<file path="config.mk">
export PLATFORM = sky130hd
export DESIGN_NAME = kcm_queue
export DESIGN_NICKNAME = d
export VERILOG_FILES = /design/src/kcm_pkg.sv /design/src/kcm_queue.sv
export SDC_FILE = /design/constraint.sdc
export NUM_CORES = 1
export LEC_CHECK = 0
export ABC_AREA = 0
export BUFFER_PORTS_ARGS = -buffer_cell sky130_fd_sc_hd__buf_4
export CAP_MARGIN = 25
export CORE_ASPECT_RATIO = 1.5
export CORE_MARGIN = 8
export CORE_UTILIZATION = 61
export DETAILED_ROUTE_END_ITERATION = 6
export GPL_ROUTABILITY_DRIVEN = 0
export PLACE_DENSITY_LB_ADDON = 0.1
export SLEW_MARGIN = 20
export SYNTH_ARGS = -nofsm -noshare
export SYNTH_HDL_FRONTEND = slang
export SYNTH_SLANG_ARGS = --single-unit
</file>
<file path="constraint.sdc">
create_clock -name clk -period 23.4 [get_ports clk]
set_clock_uncertainty 0.1 [all_clocks]
set_input_delay 7.02 -clock clk [delete_from_list [all_inputs] [get_ports clk]]
set_output_delay 7.02 -clock clk [all_outputs]
set_load 0.02 [all_outputs]
</file>
<file path="src/kcm_pkg.sv">
// ----------------------------------------------------------------------------
// kcm_pkg
// Shared types and constants for the keyed count merge table.
// ----------------------------------------------------------------------------
`default_nettype none

package kcm_pkg;

  // Table geometry
  localparam int TABLE_DEPTH = 1024;
  localparam int NAME_BYTES  = 32;
  localparam int CHUNK_W     = 64;
  localparam int CHUNKS      = (NAME_BYTES + 7) / 8;
  localparam int KEY_W       = CHUNKS * CHUNK_W;
  localparam int CHUNK_IDX_W = (CHUNKS > 1) ? $clog2(CHUNKS) : 1;
  localparam int POS_W       = $clog2(CHUNKS + 1);
  localparam int IDX_W       = $clog2(TABLE_DEPTH);
  localparam int USED_W      = $clog2(TABLE_DEPTH + 1);
  localparam int COUNT_W     = 32;

  // Field widths fixed by the interface
  localparam int OP_W     = 2;
  localparam int STATUS_W = 3;
  localparam int RIDX_W   = 10;
  localparam int RCHUNK_W = 2;
  localparam int OIDX_W   = 10;
  localparam int OUSED_W  = 11;

  // Stream data widths (whole bytes)
  localparam int S_DATA_BITS = CHUNK_W + COUNT_W + RIDX_W + RCHUNK_W;
  localparam int S_DATA_W    = ((S_DATA_BITS + 7) / 8) * 8;
  localparam int M_DATA_BITS = OIDX_W + COUNT_W + CHUNK_W + OUSED_W;
  localparam int M_DATA_W    = ((M_DATA_BITS + 7) / 8) * 8;

  // Command queue between front and back
  localparam int QUEUE_DEPTH = 4;
  localparam int QPTR_W      = $clog2(QUEUE_DEPTH);
  localparam int QCNT_W      = $clog2(QUEUE_DEPTH + 1);

  // Input op codes
  localparam logic [OP_W-1:0] OP_CHUNK = 2'd0;
  localparam logic [OP_W-1:0] OP_READ  = 2'd1;
  localparam logic [OP_W-1:0] OP_CLEAR = 2'd2;

  // Result status codes
  localparam logic [STATUS_W-1:0] ST_TAKEN    = 3'd0;
  localparam logic [STATUS_W-1:0] ST_ADDED    = 3'd1;
  localparam logic [STATUS_W-1:0] ST_INSERTED = 3'd2;
  localparam logic [STATUS_W-1:0] ST_DROPPED  = 3'd3;
  localparam logic [STATUS_W-1:0] ST_READ_OK  = 3'd4;
  localparam logic [STATUS_W-1:0] ST_READ_BAD = 3'd5;

  typedef logic [CHUNKS-1:0][CHUNK_W-1:0] key_t;

  typedef enum logic [1:0] {
    CMD_TAKEN,
    CMD_MERGE,
    CMD_READ,
    CMD_CLEAR
  } cmd_kind_t;

  typedef struct packed {
    cmd_kind_t             kind;
    key_t                  key;
    logic [COUNT_W-1:0]    add_count;
    logic [RIDX_W-1:0]     read_index;
    logic [RCHUNK_W-1:0]   read_chunk;
  } cmd_t;

  typedef enum logic [2:0] {
    BK_IDLE,
    BK_SEARCH,
    BK_ADD,
    BK_READ,
    BK_EMIT
  } back_state_t;

endpackage

`default_nettype wire

</file>
<file path="src/kcm_queue.sv">
// ----------------------------------------------------------------------------
// kcm_queue
// Short command queue that decouples the front from the back.
// ----------------------------------------------------------------------------
`default_nettype none

module kcm_queue (
  input  wire logic          clk,
  input  wire logic          rst,
  input  wire logic          push,
  input  wire kcm_pkg::cmd_t wdata,
  output logic               full,
  input  wire logic          pop,
  output logic               valid,
  output kcm_pkg::cmd_t      rdata
);

  kcm_pkg::cmd_t               store [kcm_pkg::QUEUE_DEPTH];
  logic [kcm_pkg::QPTR_W-1:0]  wptr;
  logic [kcm_pkg::QPTR_W-1:0]  rptr;
  logic [kcm_pkg::QCNT_W-1:0]  fill;
  logic                        do_push;
  logic                        do_pop;

  assign full    = (fill == kcm_pkg::QCNT_W'(kcm_pkg::QUEUE_DEPTH));
  assign valid   = (fill != '0);
  assign rdata   = store[rptr];
  assign do_push = push && !full;
  assign do_pop  = pop && valid;

  // Storage
  always_ff @(posedge clk) begin
    if (do_push) begin
      store[wptr] <= wdata;
    end
  end

  // Pointers and fill level
  always_ff @(posedge clk) begin
    if (rst) begin
      wptr <= '0;
      rptr <= '0;
      fill <= '0;
    end else begin
      if (do_push) begin
        wptr <= wptr + kcm_pkg::QPTR_W'(1);
      end
      if (do_pop) begin
        rptr <= rptr + kcm_pkg::QPTR_W'(1);
      end
      case ({do_push, do_pop})
        2'b10:   fill <= fill + kcm_pkg::QCNT_W'(1);
        2'b01:   fill <= fill - kcm_pkg::QCNT_W'(1);
        default: fill <= fill;
      endcase
    end
  end

endmodule

`default_nettype wire

</file>
## Word level (Yosys, flattened, before mapping)

Memory sizes are Yosys's and may differ from the RTL's. A register that Yosys moved wholly into a read port is not among the register bits.
Index checks and enable logic that the tools add are counted.
W data, S select, Z words.

| cells by class | value |
|---|---|
| reductions and logical operators | 5 |
| mux-type cells | 5 |
| eq/ne operators | 3 |
| add/subtract/negate cells | 4 |

Operators with widths:

| cell | count |
|---|---|
| $pmux W3 S2 | 1 |
| $add A2 B1 Y2 const B | 2 |
| $mux W2 | 2 |
| $add A3 B1 Y3 const B | 1 |
| $eq A3 B3 Y1 const B | 1 |
| $reduce_bool A3 Y1 | 1 |
| $sub A3 B1 Y3 const B | 1 |
| $eq A2 B1 Y1 const B | 1 |
| $eq A2 B2 Y1 const B | 1 |
| $logic_and A1 B1 Y1 | 2 |
| $mux W1 | 2 |
| $reduce_bool A2 Y1 | 1 |
| $logic_not A1 Y1 | 1 |

| word-level totals | value |
|---|---|
| register bits | 7 |
| RAM bits | 1,208 |
| input port bits | 306 |
| memories kept | 1 |

Memories:

| memory | depth | width | read ports | clocked after memory_dff | wr ports | RTL line | source |
|---|---|---|---|---|---|---|---|
| store | 4 | 302 | 1 | 1 | 1 | kcm_queue.sv:18 | `kcm_pkg::cmd_t store [kcm_pkg::QUEUE_DEPTH];` |

## Longest topological paths before layout

| depth | value |
|---|---|
| depth in word-level cells | 5 |
| gate-level depth with buffers | 9 |

## Worst setup path after synthesis

Ideal clock, no wire load.

| timing | value |
|---|---|
| path type | in2reg |
| start | input push |
| end | memory store[0][0] (netlist bit), enable pin |
| data arrival time | 14.189 ns |
| setup time | 0.702 ns |
| slack | 8.409 ns |
| cell stages on the path | 3 |
| cell sequence | inv_1 nor2_1 and2_1 |

| on the way | value |
|---|---|
| longest elaborated chain between the ends | 3 |

Ends and longest elaborated chain:

| what | RTL line | source |
|---|---|---|
| start: declaration | kcm_queue.sv:10 | `input wire logic push,` |
| $logic_and A1 B1 Y1 | kcm_queue.sv:28 | `assign do_push = push && !full;` |
| $mux W1 | kcm_queue.sv:33 | `if (do_push) begin` |
| $mux W1 (implied by the code) | kcm_queue.sv:34 | `store[wptr] <= wdata;` |
| end: declaration | kcm_queue.sv:18 |  |

No other way between the ends.

==> results summary <==
The flow ran to the end, and the final reports show no timing, DRC or antenna violations. The first global-routing pass estimated 142000 um of wire. The path class of the tightest hold or removal check is flip-flop to flip-flop.

Entering global routing, the biggest net connects 146 pins. The remaining global-route overflow is 0. The final worst setup slack came out at 11.44 ns.

The relative slew slack came out at 28.7%. The relative area change from synthesis to final layout is 19.1%. Setup repair after global routing left no endpoint under its margin.

The signal on the critical path passes through buf_4 -> buf_4 -> buf_4 -> mux4_2 -> buf_4. The residual DRC count is 0. The delay of the slowest critical-path stage is 0.85 ns. The cell sitting at the root of the clock tree is a clkbuf_16. After synthesis, the cell types taking the most area are edfxtp_1 82%, mux4_2 15%, buf_12 1.4%. The total instance count after detailed placement is 3116. The worst setup path is of the flip-flop to output port kind. The worst slack at placement is 11.84 ns. The count of vias placed by the detailed router came out at 20000. The final layout net count came out at 2614.

The final standard cell utilization of the core came out at 73.0%. CTS saw 1217 sinks. In this run the tool buffered the top-level ports with 609 buffer cells.

The transition time at the pin with the least slew margin came out at 1.07 ns. The final-report max-slew violation count came out at 0. The arrival time reported for the critical path endpoint is 4.84 ns. The number of distinct standard cells referenced by the synthesized netlist is 24. The worst setup path is captured at an output port. In the finished design, the share of the clock period the worst path needs comes to 51.1%. The total power draw came out at 5.94 mW. The area enclosed by the die boundary is 81800 um^2. The quantity of hold-fixing buffers added after cts is 0. Along the worst hold path, the cell count comes to 2. The finished layout holds 3330 standard cells, fillers aside. The height of the chip came out at 346 um. STA puts the critical path data required time at 16.28 ns. The initial DRC count is 1389. The number of gates resized after CTS is 0.

The highest fanout seen on the critical path is 48. For this run, the top clock speed supported by timing is 83.6 MHz. TritonCTS built the clock tree. In this run the power density over the cells is 112 nW/um^2. The overall routing resource usage came out at 23.6%. The depth of the worst register-to-register path is 6.

The floorplan has 121 rows. The accumulated negative setup slack is 0 ns. The leakage power of the design is 17.5 nW.

The mean post-synth cell area came out at 27.2 um^2. The path with the worst hold slack has its endpoint at wptr[1]$_SDFFE_PP0P_. Measured along the x axis, the die boundary spans 236 um.

The number of CTS-inserted buffers came out at 105. Setup violations remaining at the end of the flow were counted as 0. STA classifies the critical path startpoint as a flip-flop. The final HPWL from detailed placement came out at 62800 um. The net count of the mapped netlist came out at 1942. The worst-case clock buffer depth came out at 3. The buffers inserted during post-CTS setup optimization came out at 0. The worst-skew pair later-pin latency is 0.67 ns. In this run the count of I/O pins placed on the die edge is 610. During synthesis, Yosys emitted a total of 0 warnings.

The cell type with the highest occurrence count on the critical path is buf_4. The startpoint identified for the worst register-to-register timing path is fill[0]$_SDFFE_PP0P_. The max-cap check violation count came out at 0. The worst hold path begins at wptr[1]$_SDFFE_PP0P_. The smallest hold slack is 0.443 ns. The core footprint came out at 72400 um^2.

After clock tree synthesis, the clock-pin slew on the worst setup and hold paths is 0.06 ns. The cell area after technology mapping is 44400 um^2. The detailed-routing iteration count for the pre-antenna-repair pass came out at 7. The fraction of the yosys area taken by sequential cells is 82.2%. IR analysis of the VDD net gives a maximum drop of 0.0775 mV. The cell area reported after detailed placement came out at 49500 um^2. The H-tree was split into 3 levels. The setup slack of the worst register-to-register path is 18.46 ns.

The routed via count divided by cell count came out at 6.02. For this configuration, the core starts out at a cell density of 61.3%. Synthesis produced 1630 cells. The routed wire length came out at 97400 um. After synthesis the netlist holds a flip-flop and latch count of 1217. The time the final worst path needs with I/O delays and setup came out at 11.96 ns. On the critical path, the stage with the largest delay is an instance of dfxtp_4.

The area share of the largest cell type after synthesis is 81.8%. The share of post-route cells with drive strength above 1 is 45.3%. The worst flop-to-flop path endpoint is store[2][216]$_DFFE_PP_. The initial antenna violation count is 25.

The final-report hold violation count is 0. Of all cell types, the one taking the most synthesized area is edfxtp_1. The wire length per cell is 29.2 um.

The number of global-route vias before repair came out at 21400. Once detail routing completed, the nets flagged for antenna violations numbered 0. The finished cells cover 52800 um^2.
metal layers:
layer	wire, um	part of all wire [%]	GRT usage [%]
met5	56	0.058	0
met4	2890	3.0	8.17
met3	10300	11	9.62
met2	48800	50	38.3
met1	35300	36	28.8
final cells by class:
class | count | area (um^2)
Inverter | 7 | 26.3
Antenna cell | 22 | 55.1
Timing Repair Buffer | 634 | 4840
Sequential cell | 1217 | 36500
Tap cell | 922 | 1150
Fill cell | 4114 | 19500
Clock buffer | 135 | 2850
Clock inverter | 56 | 390
Multi-Input combinational cell | 337 | 7070
where the power goes:
group          switching [mW]  total [mW]  internal (mW)  leakage, nW
clock network           0.726        1.64          0.910         1.59
registers              0.0645        2.67           2.60         11.2
logic                   0.907        1.64          0.731         4.78
total                    1.70        5.94           4.24         17.5
cell usage after synthesis, drive strengths merged:
cell	n
edfxtp	1208
mux4	302
buf	65
dfxtp	9
inv	7
nor2	7
ha	5
and2	4
clkbuf	4
a21oi	3
or3	3
xor2	3
nand2b	2
o21ai	2
fa	1
mux2i	1
nor3b	1
o311ai	1
o31a	1
xnor2	1
flip-flops by register name, summed over array words and instances (netlist names), named ones only:
signal and cells:
store 1208, fill 3, rptr 2, wptr 2
kinds of logic (layout without fill, tap and decap cells):
group                    after synthesis  count (layout)  share of synthesized area, %
AO/OA/AOI/OAI                          7               7                        0.0959
flip-flops                          1217            1217                          82.2
AND/OR/NAND/NOR                       17              17                         0.203
XOR/XNOR                               4               4                        0.0790
buffers and inverters                 76             832                          1.90
other                                  0              22                             0
multiplexers                         303             303                          15.4
adder cells (fa/ha/maj)                6               6                         0.186
worst max path at each step:
stage / from / end / cells after the start / slack [ns]
CTS: flip-flop / rdata[260] / 5 / 11.13
global route: flip-flop / rdata[254] / 5 / 10.88
detailed placement: push / store[2][216]$_DFFE_PP_ / 7 / 11.84
finish: flip-flop / rdata[254] / 5 / 11.44
global placement: flip-flop / rdata[256] / 5 / 11.87
floorplan: push / store[0][0]$_DFFE_PP_ / 3 / 8.41
cell usage in the layout (no fill, tap or decap), types with 2 or more instances in the layout:
cell,count
a21oi_1,3
and2_4,4
buf_12,3
buf_16,2
buf_4,629
bufinv_16,5
clkbuf_1,25
clkbuf_16,110
clkinv_1,26
clkinv_2,22
dfxtp_1,7
dfxtp_4,2
diode_2,22
edfxtp_1,1208
ha_1,5
inv_1,7
mux4_2,302
nand2b_1,2
nor2_1,7
o21ai_0,2
or3_1,3
xor2_1,3
critical path, delay by kind of cell, from the launching register on:
| kind | cells | cell delay [ns] |
|---|---|---|
| buffers and inverters | 4 | 2.55 |
| DFF | 1 | 0.85 |
| muxes | 1 | 0.63 |
Note: power is estimated with default switching activity, not from simulation.
