==> config.mk <==
export PLATFORM = sky130hd
export DESIGN_NAME = kcm_front
export DESIGN_NICKNAME = d
export VERILOG_FILES = /design/src/kcm_pkg.sv /design/src/kcm_front.sv
export SDC_FILE = /design/constraint.sdc
export NUM_CORES = 1
export LEC_CHECK = 0
export BUFFER_PORTS_ARGS = -buffer_cell sky130_fd_sc_hd__buf_2
export CAP_MARGIN = 25
export CELL_PAD_IN_SITES_DETAIL_PLACEMENT = 1
export CELL_PAD_IN_SITES_GLOBAL_PLACEMENT = 1
export CORE_UTILIZATION = 37
export DETAILED_ROUTE_END_ITERATION = 12
export HOLD_SLACK_MARGIN = 0.02
export PLACE_DENSITY = 0.91
export SYNTH_ARGS = -nofsm -noshare
export SYNTH_HDL_FRONTEND = slang
export SYNTH_SLANG_ARGS = --single-unit
==> constraint.sdc <==
create_clock -name clk -period 2.88 [get_ports clk]
set_input_delay 0.288 -clock clk [delete_from_list [all_inputs] [get_ports clk]]
set_output_delay 0.288 -clock clk [all_outputs]
set_load 0.05 [all_outputs]
==> src/kcm_pkg.sv <==
// ----------------------------------------------------------------------------
// kcm_pkg
// Shared types and constants for the keyed count merge table.
// ----------------------------------------------------------------------------
`default_nettype none

package kcm_pkg;

  // Table geometry
  localparam int TABLE_DEPTH = 1024;
  localparam int NAME_BYTES  = 32;
  localparam int CHUNK_W     = 64;
  localparam int CHUNKS      = (NAME_BYTES + 7) / 8;
  localparam int KEY_W       = CHUNKS * CHUNK_W;
  localparam int CHUNK_IDX_W = (CHUNKS > 1) ? $clog2(CHUNKS) : 1;
  localparam int POS_W       = $clog2(CHUNKS + 1);
  localparam int IDX_W       = $clog2(TABLE_DEPTH);
  localparam int USED_W      = $clog2(TABLE_DEPTH + 1);
  localparam int COUNT_W     = 32;

  // Field widths fixed by the interface
  localparam int OP_W     = 2;
  localparam int STATUS_W = 3;
  localparam int RIDX_W   = 10;
  localparam int RCHUNK_W = 2;
  localparam int OIDX_W   = 10;
  localparam int OUSED_W  = 11;

  // Stream data widths (whole bytes)
  localparam int S_DATA_BITS = CHUNK_W + COUNT_W + RIDX_W + RCHUNK_W;
  localparam int S_DATA_W    = ((S_DATA_BITS + 7) / 8) * 8;
  localparam int M_DATA_BITS = OIDX_W + COUNT_W + CHUNK_W + OUSED_W;
  localparam int M_DATA_W    = ((M_DATA_BITS + 7) / 8) * 8;

  // Command queue between front and back
  localparam int QUEUE_DEPTH = 4;
  localparam int QPTR_W      = $clog2(QUEUE_DEPTH);
  localparam int QCNT_W      = $clog2(QUEUE_DEPTH + 1);

  // Input op codes
  localparam logic [OP_W-1:0] OP_CHUNK = 2'd0;
  localparam logic [OP_W-1:0] OP_READ  = 2'd1;
  localparam logic [OP_W-1:0] OP_CLEAR = 2'd2;

  // Result status codes
  localparam logic [STATUS_W-1:0] ST_TAKEN    = 3'd0;
  localparam logic [STATUS_W-1:0] ST_ADDED    = 3'd1;
  localparam logic [STATUS_W-1:0] ST_INSERTED = 3'd2;
  localparam logic [STATUS_W-1:0] ST_DROPPED  = 3'd3;
  localparam logic [STATUS_W-1:0] ST_READ_OK  = 3'd4;
  localparam logic [STATUS_W-1:0] ST_READ_BAD = 3'd5;

  typedef logic [CHUNKS-1:0][CHUNK_W-1:0] key_t;

  typedef enum logic [1:0] {
    CMD_TAKEN,
    CMD_MERGE,
    CMD_READ,
    CMD_CLEAR
  } cmd_kind_t;

  typedef struct packed {
    cmd_kind_t             kind;
    key_t                  key;
    logic [COUNT_W-1:0]    add_count;
    logic [RIDX_W-1:0]     read_index;
    logic [RCHUNK_W-1:0]   read_chunk;
  } cmd_t;

  typedef enum logic [2:0] {
    BK_IDLE,
    BK_SEARCH,
    BK_ADD,
    BK_READ,
    BK_EMIT
  } back_state_t;

endpackage

`default_nettype wire

==> src/kcm_front.sv <==
// ----------------------------------------------------------------------------
// kcm_front
// Accepts input transactions, assembles the key chunks of a name, normalises
// the key on the last chunk and turns each transaction into a command.
// ----------------------------------------------------------------------------
`default_nettype none

module kcm_front (
  input  wire logic                          clk,
  input  wire logic                          rst,
  input  wire logic                          s_tvalid,
  output logic                               s_tready,
  input  wire logic [kcm_pkg::S_DATA_W-1:0]  s_tdata,
  input  wire logic [kcm_pkg::OP_W-1:0]      s_tuser,
  input  wire logic                          s_tlast,
  output logic                               q_push,
  input  wire logic                          q_full,
  output kcm_pkg::cmd_t                      q_wdata
);

  kcm_pkg::key_t                   asm_key;
  logic [kcm_pkg::POS_W-1:0]       pos;
  kcm_pkg::key_t                   full_key;
  logic [kcm_pkg::CHUNK_W-1:0]     in_chunk;
  logic                            accept;

  // Clear bytes from the first zero byte on, and from the terminator slot on
  function automatic kcm_pkg::key_t normalise(input kcm_pkg::key_t k);
    logic                     keep;
    logic [kcm_pkg::KEY_W-1:0] flat;
    keep = 1'b1;
    flat = k;
    for (int b = 0; b < kcm_pkg::CHUNKS * 8; b++) begin
      keep = keep && (flat[b*8 +: 8] != 8'd0) && (b < kcm_pkg::NAME_BYTES - 1);
      if (!keep) begin
        flat[b*8 +: 8] = 8'd0;
      end
    end
    return kcm_pkg::key_t'(flat);
  endfunction

  assign in_chunk = s_tdata[kcm_pkg::CHUNK_W-1:0];
  assign s_tready = !q_full;
  assign accept   = s_tvalid && s_tready;
  assign q_push   = accept;

  // Key as it stands with this chunk written into its slot
  always_comb begin
    full_key = asm_key;
    if (pos < kcm_pkg::POS_W'(kcm_pkg::CHUNKS)) begin
      full_key[pos[kcm_pkg::CHUNK_IDX_W-1:0]] = in_chunk;
    end
  end

  // Command classification
  always_comb begin
    q_wdata.kind       = kcm_pkg::CMD_TAKEN;
    q_wdata.key        = normalise(full_key);
    q_wdata.add_count  = s_tdata[kcm_pkg::CHUNK_W +: kcm_pkg::COUNT_W];
    q_wdata.read_index = s_tdata[kcm_pkg::CHUNK_W + kcm_pkg::COUNT_W +: kcm_pkg::RIDX_W];
    q_wdata.read_chunk = s_tdata[kcm_pkg::CHUNK_W + kcm_pkg::COUNT_W + kcm_pkg::RIDX_W
                                 +: kcm_pkg::RCHUNK_W];
    case (s_tuser)
      kcm_pkg::OP_CHUNK: q_wdata.kind = s_tlast ? kcm_pkg::CMD_MERGE : kcm_pkg::CMD_TAKEN;
      kcm_pkg::OP_READ:  q_wdata.kind = kcm_pkg::CMD_READ;
      kcm_pkg::OP_CLEAR: q_wdata.kind = kcm_pkg::CMD_CLEAR;
      default:           q_wdata.kind = kcm_pkg::CMD_TAKEN;
    endcase
  end

  // Name assembly; a merge or a clear starts a fresh name
  always_ff @(posedge clk) begin
    if (rst) begin
      asm_key <= '0;
      pos     <= '0;
    end else if (accept) begin
      if (s_tuser == kcm_pkg::OP_CLEAR ||
          (s_tuser == kcm_pkg::OP_CHUNK && s_tlast)) begin
        asm_key <= '0;
        pos     <= '0;
      end else if (s_tuser == kcm_pkg::OP_CHUNK &&
                   pos < kcm_pkg::POS_W'(kcm_pkg::CHUNKS)) begin
        asm_key <= full_key;
        pos     <= pos + kcm_pkg::POS_W'(1);
      end
    end
  end

endmodule

`default_nettype wire

## Yosys cells after proc, flatten, opt, wreduce, memory -nomap -nowiden

Cells that the tools add are included.

- Bits in registers: 259
- Word-level logic and storage cells: 125
- Output and inout port bits: 304

- Equality and inequality tests: 2
- Mux-type cells: 41
- $lt $le $gt $ge: 3
- Add/sub/neg operators: 1
- Reductions and logical operators: 72

Operator list:

| kind | count |
|---|---|
| 256-bit two-way mux | 3 |
| 256-bit bitwise mux | 1 |
| 8-bit two-way mux | 31 |
| 8-bit nonzero test | 31 |
| 64-bit demux with 2-bit select | 1 |
| 64-bit two-way mux | 1 |
| 1-bit logical AND | 34 |
| 3-bit two-way mux | 2 |
| 2-bit case mux with 3 select lines | 1 |
| 2-bit nonzero test | 2 |
| 3-bit by 1-bit adder with 3-bit output, second input constant | 1 |
| 2-bit by 3-bit less-than comparator with 1-bit output, second input constant | 1 |
| 3-bit less-than comparator, second input constant | 1 |
| 3-bit AND reduction | 1 |
| 2-bit by 1-bit equality test with 1-bit output, second input constant | 1 |
| 2-bit equality test, second input constant | 1 |
| 2-bit by 1-bit greater-or-equal comparator with 1-bit output, second input constant | 1 |
| 2-bit logical NOT | 1 |
| 2-bit AND reduction | 1 |
| 1-bit logical NOT | 1 |
| 1-bit logical OR | 1 |
| 1-bit two-way mux | 1 |

## Logic depth before layout (Yosys ltp)

- Word-level depth: 38
- Depth in mapped cells: 12

## Least setup slack after synthesis

OpenSTA, ideal clock, no wires.

- Path kind: register -> output
- Start: reg pos[0] (netlist name)
- End: out q_wdata[286] (netlist name)
- Slack: -454 ps
- Data arrival time: 3046 ps
- Path buffers: 3
- Cell stages (with the launch flop): 12
- Cells stage by stage: dfxtp_1 > inv_1 > ha_1 > nor2b_1 > buf_2 > nand3_1 > o2111ai_2 > nor4_4 > nand4_2 > buf_6 > buf_6 > nor3_1

RTL lines:

| what | RTL line | text |
|---|---|---|
| from (decl) | kcm_front.sv:22 | `logic [kcm_pkg::POS_W-1:0] pos;` |
| from (signal assigned) | kcm_front.sv:84 | `pos <= pos + kcm_pkg::POS_W'(1);` |
| to (decl) | kcm_front.sv:18 | `output kcm_pkg::cmd_t q_wdata` |

==> results.tsv <==
stage	metric	value	unit
die	core_area	37800	um2
die	rows	71	
finish	area_growth	62.6	%
cts	cts.sinks	251	
routing	drtPass1Iterations	10	
worst_hold_path	holdPathStages	3	
synthesis	synthCells	1928	
job	cap_violations	0	
timing	slew_violations	0	
global_routing	met1_usage	0.446	
routing	drt-wirelength-per-cell	34.3	um
global_routing	grt_max_degree	80	
finish	finalNonFillerCells	2787	
routing	first_iter_violations	2786	
setup_path	critPathLaunchType	flop	
die	die_w	198	um
global_routing	grt_util_met2	0.664	
worst_hold_path	min_from	s_tdata[59]	
timing	fmaxAchievable	254	MHz
pwr	p_per_area	417	nW/um2
global_routing	grtUsageMet3	0.0855	
routing	drcViolationCount	0	
placed_design	dp_cells	2665	
timing	fin_ws	-1060	ps
synthesis	synthTopCellsByArea	dfxtp_1, a32oi_1, nand2_1	
die	fp.dieH	198	um
global_routing	antenna_found_initial	5	
cts	cts.path.max_buffers	3	
timing	fin_crit	3940	ps
placed_design	io_buffers	322	
timing	post-route-period-util	1.37	
routing	via_count	19563	
pwr	p_leak	9.26	nW
cts	cts_tree	built	
status	violations	setup timing	
setup_path	cp.required	2590	ps
setup_path	crit_slowest_cell	nor4_1	
setup_path	r2r_start	pos[0]$_SDFFE_PP0P_	
synthesis	ys.flop_type	dfxtp_1	
setup_path	max_stage_delay	1110	ps
placed_design	place_ws	-291	ps
cts	path_clk_slew	70	ps
finish	layout_commonest_cell	nand2_1	
synthesis	synth_area	14200	um2
synthesis	yosys_warnings	0	
setup_path	cp-end-kind	output pin	
synthesis	ys_seq_elements	251	
routing	via_per_inst	7.02	
placed_design	place_hpwl	47900	um
finish	ff_latch_area	5030	um2
cts	cts_root_buf	clkbuf_16	
finish	nNetsFinal	2373	
timing	finalHoldViolCount	0	
synthesis	ys_types	46	
setup_path	reg2reg_depth	8	
timing	fin_tns_setup	-163390	ps
timing	relSlewSlack	0.112	
die	start_util	0.377	
cts	numCtsBuffers	29	
global_routing	grt_busiest_layer	met2	
synthesis	synth-edff-count	0	
finish	multiInputGateArea	10400	um2
setup_path	crit_path_cell_trace	nor4_1 > nand3_1 > nand4_1 > nor4_4 > buf_4 > nand4_1 > buf_6 > clkbuf_16 > a21oi_4 > buf_6	
finish	layout-drive-gt1-share	0.400	
synthesis	avgSynthCellArea	7.39	um2
timing	skew	18.1	ps
global_routing	grt_remaining_overflow	0	
worst_hold_path	hold_path.class	input port to flop	
synthesis	seq_area_frac_synth	0.353	
synthesis	yosysTopAreaCellShare	0.353	
placed_design	globalplace.congestion	0.911	
setup_path	path_max_fanout	8	
setup_path	cp.depth	10	
setup_path	crit_start	asm_key[104]$_SDFFE_PP0P_	
cts	cts.htree.levels	1	
routing	wirelength	95500	um
synthesis	async_flop_share	0	
synthesis	synth_top_cell_by_area	dfxtp_1	
die	ios	423	
status	outcome	finished, violations left	
timing	report.final.setup_viol	249	
setup_path	worstSetupPathType	flop to output pin	
global_routing	grt_pass1_wl	118000	um
setup_path	crit_family	simple AND/OR/NAND/NOR gates	
cts	insertion_delay	570	ps
timing	tightest_slew	1320	ps
setup_path	worst-r2r-setup-slack	-370	ps
timing	rsz0062_at_grt	yes	
setup_path	crit_arrival	3650	ps
finish	layout_common_cells	nand2_1, nor2_1, dfxtp_1	
global_routing	grt_pass1_vias	18920	
global_routing	grtUsageTotal	0.393	
finish	n_fill_cell	4094	
setup_path	critPathBufInv	4	
die	die-area	39300	um2
pwr	peakVddDrop	0.439	mV
routing	ant_nets	0	
-- worst register-to-register path, stage by stage (launching register included) --
cell and delay [ps]:
dfxtp_4 410, buf_4 150, ha_1 210, nand2b_1 200, buf_4 220, nor2_2 700
buf_4 480, a32oi_1 190, nor2_1 520
-- state kept, by name, indices dropped and copies added (netlist names) --
| name | count |
|---|---|
| asm_key | 248 |
| pos | 3 |
-- cells by family after synthesis --
kind of cell,Yosys count,synth area share
AO/OA/AOI/OAI,448,0.222
flip-flops,251,0.353
buffers and inverters,287,0.0977
adder cells (fa/ha/maj),6,0.00527
multiplexers,76,0.0534
other,1,0.000263
AND/OR/NAND/NOR,859,0.268
-- synth_stat cells (6+ instances only) --
master    instances
a21oi_1         162
a22oi_1          99
a31oi_1           9
a32oi_1         157
and2_1           14
buf_2            55
buf_4            53
clkbuf_1        157
clkbuf_2          7
dfxtp_1         251
ha_1              6
mux2i_1          76
nand2_1         354
nand3_1          29
nand4_1           7
nor2_1          267
nor2b_1           6
nor3_1           65
nor3_2           19
nor4_1           76
o21ai_0           6
-- stage by stage --
stage	power, mW	util	instance area [um2]	hold slack (ps)
after detailed placement	5.16	0.473	17900	497
final	9.65	0.613	23100	81.0
after global routing	9.76	0.613	23100	140
after CTS	9.08	0.557	21000	87.2
after global placement	5.11	0.472	17800	484
after floorplan	4.72	-	14800	436
-- power by group --
part	total (mW)	switching [mW]	internal [mW]
registers	3.54	0.0360	3.50
clock network	4.08	1.77	2.31
logic	2.04	1.40	0.638
total	9.65	3.21	6.44
-- timing repair --
| action | 4_1_cts | 5_1_grt |
|---|---|---|
| pin swaps | 38 | 42 |
| setup buffers | 17 | 30 |
| hold buffers | 0 | 0 |
| cloned | 6 | 8 |
| gates resized for setup | 478 | 397 |
| endpoints found under the setup margin | 248 | 240 |
-- path summary, 6_finish.rpt --
path | to
worst max-delay path | q_wdata[201]
worst min-delay path | asm_key[187]$_SDFFE_PP0P_
worst max register to register | asm_key[245]$_SDFFE_PP0P_
worst min register to register | asm_key[148]$_SDFFE_PP0P_
-- layout make-up --
cell class              instances  area share
repair buffers                563       0.259
clock inverters                17     0.00816
clock buffers                  37      0.0357
flip-flops and latches        251       0.217
inverters                       5     0.00103
diodes                          5    0.000541
well taps                     511      0.0276
multi-input cells            1398       0.451
-- metal layers --
| layer | share of wire | up-vias |
|---|---|---|
| li1 | - | 7511 |
| met3 | 0.12 | 731 |
| met5 | 0.000084 | - |
| met4 | 0.098 | 2 |
| met1 | 0.32 | 9428 |
| met2 | 0.45 | 1891 |
No activity file was read; power rests on OpenSTA's default activity.
